**config.mk**
```make
export PLATFORM = sky130hd
export DESIGN_NAME = sct_ctrl
export DESIGN_NICKNAME = d
export VERILOG_FILES = /design/src/design/sct_pkg.sv /design/src/design/sct_ctrl.sv
export SDC_FILE = /design/constraint.sdc
export NUM_CORES = 1
export LEC_CHECK = 0
export ABC_CLOCK_PERIOD_IN_PS = 1100
export BUFFER_PORTS_ARGS = -buffer_cell sky130_fd_sc_hd__buf_2
export CORE_AREA = 2 2 39 41
export CTS_CLUSTER_DIAMETER = 60
export DETAILED_ROUTE_END_ITERATION = 6
export DIE_AREA = 0 0 41 43
export GPL_ROUTABILITY_DRIVEN = 0
export GPL_TIMING_DRIVEN = 1
export PLACE_DENSITY = 0.48
export SKIP_LAST_GASP = 1
export SLEW_MARGIN = 20
export SYNTH_ARGS = -nofsm -noshare
export SYNTH_HDL_FRONTEND = slang
export SYNTH_SLANG_ARGS = --single-unit
```
**constraint.sdc**
```tcl
create_clock -name i_clk -period 1.1 [get_ports i_clk]
set_clock_uncertainty 0.2 [all_clocks]
set_input_delay 0.22 -clock i_clk [delete_from_list [all_inputs] [get_ports i_clk]]
set_output_delay 0.22 -clock i_clk [all_outputs]
set_load 0.005 [all_outputs]
```
**src/design/sct_pkg.sv**
```systemverilog
// ----------------------------------------------------------------------------
// sct_pkg: shared types and constants for the sparse CSR transpose core
// Sizes, field widths, operation and result codes, controller interface.
// ----------------------------------------------------------------------------
package sct_pkg;

    localparam int MAX_COLS = 1024;
    localparam int MAX_ROWS = 1024;
    localparam int MAX_NNZ  = 4096;
    localparam int VALUE_W  = 32;

    localparam int COL_W   = 10;                   // a_col / out_col field
    localparam int ROW_W   = 10;                   // a_row field
    localparam int CFG_W   = 11;                   // num_cols / num_rows
    localparam int OROW_W  = 11;                   // out_row field
    localparam int CNT_W   = 13;                   // counts and offsets
    localparam int SLOT_W  = $clog2(MAX_NNZ);      // slot address
    localparam int HCOL_W  = $clog2(MAX_COLS);     // column head address
    localparam int LINK_W  = SLOT_W + 1;           // {valid, slot}
    localparam int CFG_IDX_W = 8;

    localparam int IN_DATA_W  = 56;                // a_row, a_col, elem_value
    localparam int OUT_DATA_W = 72;                // out_row .. overflow

    // configuration register indexes
    localparam logic [CFG_IDX_W-1:0] CFG_NUM_COLS = 8'd0;
    localparam logic [CFG_IDX_W-1:0] CFG_NUM_ROWS = 8'd1;

    typedef enum logic [1:0] {
        FUNC_LOAD    = 2'd0,
        FUNC_PULL    = 2'd1,
        FUNC_RESTART = 2'd2
    } t_func;

    typedef enum logic [1:0] {
        KIND_OFFSET = 2'd0,
        KIND_ELEM   = 2'd1,
        KIND_DONE   = 2'd2
    } t_kind;

    typedef enum logic [1:0] {
        PH_LOAD = 2'd0,
        PH_EMIT = 2'd1,
        PH_DONE = 2'd2
    } t_phase;

    typedef enum logic [1:0] {
        ST_CLEAR = 2'd0,
        ST_IDLE  = 2'd1,
        ST_LOAD  = 2'd2,
        ST_PULL  = 2'd3
    } t_state;

    typedef struct packed {
        logic clear_step;   // write one empty column head
        logic load_start;   // latch nonzero, read its column head
        logic load_drop;    // reject load, set overflow
        logic load_commit;  // write slot and new column head
        logic pull_start;   // read head and pointer targets
        logic pull_exec;    // form result into output register
        logic restart;      // clear counts, start clearing pass
    } t_cmd;

    typedef struct packed {
        logic load_ok;
        logic out_free;
        logic clear_last;
    } t_status;

endpackage

```
**src/design/sct_ctrl.sv**
```systemverilog
// ----------------------------------------------------------------------------
// sct_ctrl: sequencing controller
// Steps the clearing pass, load read-modify-write and pull fetch/emit.
// ----------------------------------------------------------------------------
module sct_ctrl (
    input  logic             i_clk,
    input  logic             i_rst_n,
    input  logic             i_in_valid,
    input  logic [1:0]       i_func,
    input  sct_pkg::t_status i_status,
    output logic             o_in_ready,
    output sct_pkg::t_cmd    o_cmd
);

    sct_pkg::t_state r_state;
    sct_pkg::t_state n_state;
    sct_pkg::t_func  w_func;

    assign w_func = sct_pkg::t_func'(i_func);

    always_ff @(posedge i_clk) begin
        if (!i_rst_n) begin
            r_state <= sct_pkg::ST_CLEAR;
        end else begin
            r_state <= n_state;
        end
    end

    always_comb begin
        n_state = r_state;
        unique case (r_state)
            sct_pkg::ST_CLEAR: begin
                if (i_status.clear_last) n_state = sct_pkg::ST_IDLE;
            end
            sct_pkg::ST_IDLE: begin
                if (i_in_valid) begin
                    unique case (w_func)
                        sct_pkg::FUNC_LOAD: begin
                            if (i_status.load_ok) n_state = sct_pkg::ST_LOAD;
                        end
                        sct_pkg::FUNC_PULL:    n_state = sct_pkg::ST_PULL;
                        sct_pkg::FUNC_RESTART: n_state = sct_pkg::ST_CLEAR;
                        default:               n_state = sct_pkg::ST_IDLE;
                    endcase
                end
            end
            sct_pkg::ST_LOAD: n_state = sct_pkg::ST_IDLE;
            sct_pkg::ST_PULL: begin
                if (i_status.out_free) n_state = sct_pkg::ST_IDLE;
            end
            default: n_state = sct_pkg::ST_CLEAR;
        endcase
    end

    always_comb begin
        o_cmd      = '0;
        o_in_ready = 1'b0;
        unique case (r_state)
            sct_pkg::ST_CLEAR: o_cmd.clear_step = 1'b1;
            sct_pkg::ST_IDLE: begin
                o_in_ready = 1'b1;
                if (i_in_valid) begin
                    unique case (w_func)
                        sct_pkg::FUNC_LOAD: begin
                            o_cmd.load_start = i_status.load_ok;
                            o_cmd.load_drop  = !i_status.load_ok;
                        end
                        sct_pkg::FUNC_PULL:    o_cmd.pull_start = 1'b1;
                        sct_pkg::FUNC_RESTART: o_cmd.restart    = 1'b1;
                        default: ;
                    endcase
                end
            end
            sct_pkg::ST_LOAD: o_cmd.load_commit = 1'b1;
            sct_pkg::ST_PULL: o_cmd.pull_exec   = i_status.out_free;
            default: ;
        endcase
    end

endmodule

```
==> metrics.yaml <==
layout.nets: 59
floorplan.rows: 14
synthArstFlopShare_pct: 0
drt_first_iter_violations: 3
dp_cells: 61
run_status: "finished with violations"
antenna-diode-count: 0
slowest_delay_ps: 330
slew-limit-headroom_pct: 87.21
synth.top_cell.area_share_pct: 22.38
finish.cell_count_without_fillers: 66
grt_antenna_before_repair: 0
io-pin-count: 16
post_synth_inst_count: 24
mappedNetlistArea_um2: 178.9
setup_viol_count_final: 10
drt-total-wl_um: 556
netlist_top_cells_count: "5 x nor2_1, 2 x dfxtp_1, 2 x nand2_1, 2 x nor2b_1, 2 x o22ai_1"
maximum_clock_path_buffer_count: 2
sort_of_element_at_the_end_of_the_critical_path: "output pin"
layout_top_registers: "r_state x2"
top_register: "r_state"
initial_core_util_pct: 12.93
post-route-period-util_pct: 135.1
rsz0062_at_grt: "true"
worstHoldEndpoint: "r_state[1]$_SDFFE_PN0P_"
post_drt_wl_per_cell_um: 8.424
peakVddDrop_v: 0.0004522
power.density_nw_per_um2: 944.4
area_used_by_multi_input_combinational_logic_um2: 170.2
ys_ff_latch: 2
cts_buffers: 3
fmax_ghz: 0.6730
crit_fanout: 4
final.setup.worst_slack_ps: -385.9
ys_warn_count: 0
synth_sequential_area_ratio_pct: 22.38
post_cts_clock_slew_at_the_launch_and_capture_registers_of_the_worst_setup_and_hold_paths_ps: 30
worstHoldPathType: "in2reg"
final_hold_viol_count: 0
syn-num-nets: 32
chipHeight_um: 43
wp_buf_inv: 1
first_global_vias: 232
r2r_end: "r_state[1]$_SDFFE_PN0P_"
tns_ps: -2575
final_antenna_net_count: 0
flip_flop_count_of_the_largest_register_all_copies_and_words_added: 2
layout.cell_area.non_filler_um2: 409.1
router_iterations_before_antenna_repair: 2
post_dp_cell_area_um2: 365.4
die_w_um: 41
holdBufCountCts: 0
flow.area_growth_from_synthesis_pct: 128.7
synth.mux.area_fraction_pct: 5.594
clock_tree_root_driver_cell: "clkbuf_4"
ys_top_cells_by_area: "dfxtp_1 22%, nor2_1 10%, nand4bb_2 9.1%"
regToRegStartpoint: "r_state[1]$_SDFFE_PN0P_"
crit_family: "simple AND/OR/NAND/NOR gates"
synth_simple_gate_area_share_pct: 55.24
holdPathStages: 2
postSynthAreaPerCell_um2: 7.455
cpMaxStageDelayCell: "dfxtp_2"
post-synth-top-count-cell: "nor2_1"
ff_latch_area_um2: 45.04
finalPower_mw: 0.3864
dp_hpwl_um: 472.6
worstPathArrival_ps: 1070
vias: 254
grt_overflow: 0
place.port_buffers: 15
grt_first_pass_wirelength_um: 848
synthXorXnorAreaFrac_pct: 0
path_class: "reg2out"
count_of_unresolved_drc_violations_after_routing: 0
timing.reg2reg.setup_slack_ps: -90
synth_enable_flop_cells: 0
synthFlopType: "dfxtp_1"
final.min_clock_period_ps: 1486
ys_types: 16
main_combinational_cell_family_by_area_after_synthesis: "simple AND/OR/NAND/NOR gates"
cellLeakagePower_nw: 0.1986
fp.coreArea_um2: 1384
via_per_inst: 3.848
nFillCells: 158
numClockSinks: 2
ratio_of_cells_with_drive_above_1_in_the_final_layout_pct: 68.00
yosys.area_share.adder_pct: 0
hold_slack_ps: 29.32
synth_area_leader_cell: "dfxtp_1"
htree_num_levels: 1
cts_tree: "yes"
maxCapViolCount: 0
hold_sp: "i_rst_n"
insertion_delay_ps: 230
grt_use_total_pct: 7.107
reg2regPathDepth: 4
path_cells: "nand4bb_4, nor3b_2, buf_2"
failed_checks: "negative setup slack"
crit_path_start_kind: "flip-flop"
grt_max_degree: 8
die_footprint_um2: 1763
cp.required_ps: 680
tightestPinTransition_ps: 191.8
timing.final.max_slew_violations: 0
compound_gate_fraction_of_synth_area_pct: 14.69
==> layout by cell type, fill, tap and decap left out, types with 2 or more instances in the layout <==
master / count
buf_2: 15
buf_4: 5
nor2_1: 5
o22ai_1: 2
nand2_1: 2
clkbuf_4: 3
==> layer usage <==
layer	share of wire [%]	GRT usage (%)	wire length [um]
met2	47	9.063	259
met3	9.9	3.665	55
met5	0	0	0
met4	0	4.000	0
met1	43	9.236	241
==> report_power, final <==
part           total [mW]  internal (mW)  switching (mW)  leakage [nW]
Clock               0.179          0.135          0.0441        0.0150
Combinational       0.115         0.0717          0.0434         0.166
Sequential         0.0925         0.0805          0.0120        0.0175
==> final cells by class <==
class | count | area share [%]
clock buffers | 4 | 6.422
inverters | 1 | 0.9174
multi-input cells | 21 | 41.59
flip-flops and latches | 2 | 11.01
well taps | 16 | 4.893
repair buffers | 22 | 35.17
==> logic make-up (layout without fill, tap and decap cells) <==
logic type	count (synthesis)	count (layout)
AND/OR/NAND/NOR	16	16
AO/OA/AOI/OAI	4	4
flip-flops	2	2
multiplexers	1	1
buffers and inverters	1	27
==> metrics by stage <==
step / worst slack (ps) / utilization [%]
2_1_floorplan: -64.73 / -
3_3_place_gp: -184.8 / 26.40
3_5_place_dp: -198.9 / 26.40
4_1_cts: -405.3 / 29.29
5_1_grt: -438.8 / 29.57
6_report: -385.9 / 29.57
==> timing repair <==
item                       in CTS  in global routing
setup endpoints to repair      10                 10
buffers inserted                1                  0
pin swaps                       1                  1
resized for setup               2                  1
==> worst max-delay path by stage <==
stage	endpoint	slack, ps	cells past startpoint	from
2_1_floorplan	o_cmd[5]	-60	2	r_state[1]$_SDFFE_PN0P_
3_3_place_gp	o_cmd[5]	-180	4	i_func[1]
3_5_place_dp	o_cmd[5]	-200	4	i_func[1]
4_1_cts	o_cmd[5]	-410	3	r_state[1]$_SDFFE_PN0P_
5_1_grt	o_cmd[5]	-440	3	r_state[1]$_SDFFE_PN0P_
6_report	o_cmd[5]	-390	3	r_state[1]$_SDFFE_PN0P_
(Power assumes the default switching activity.)
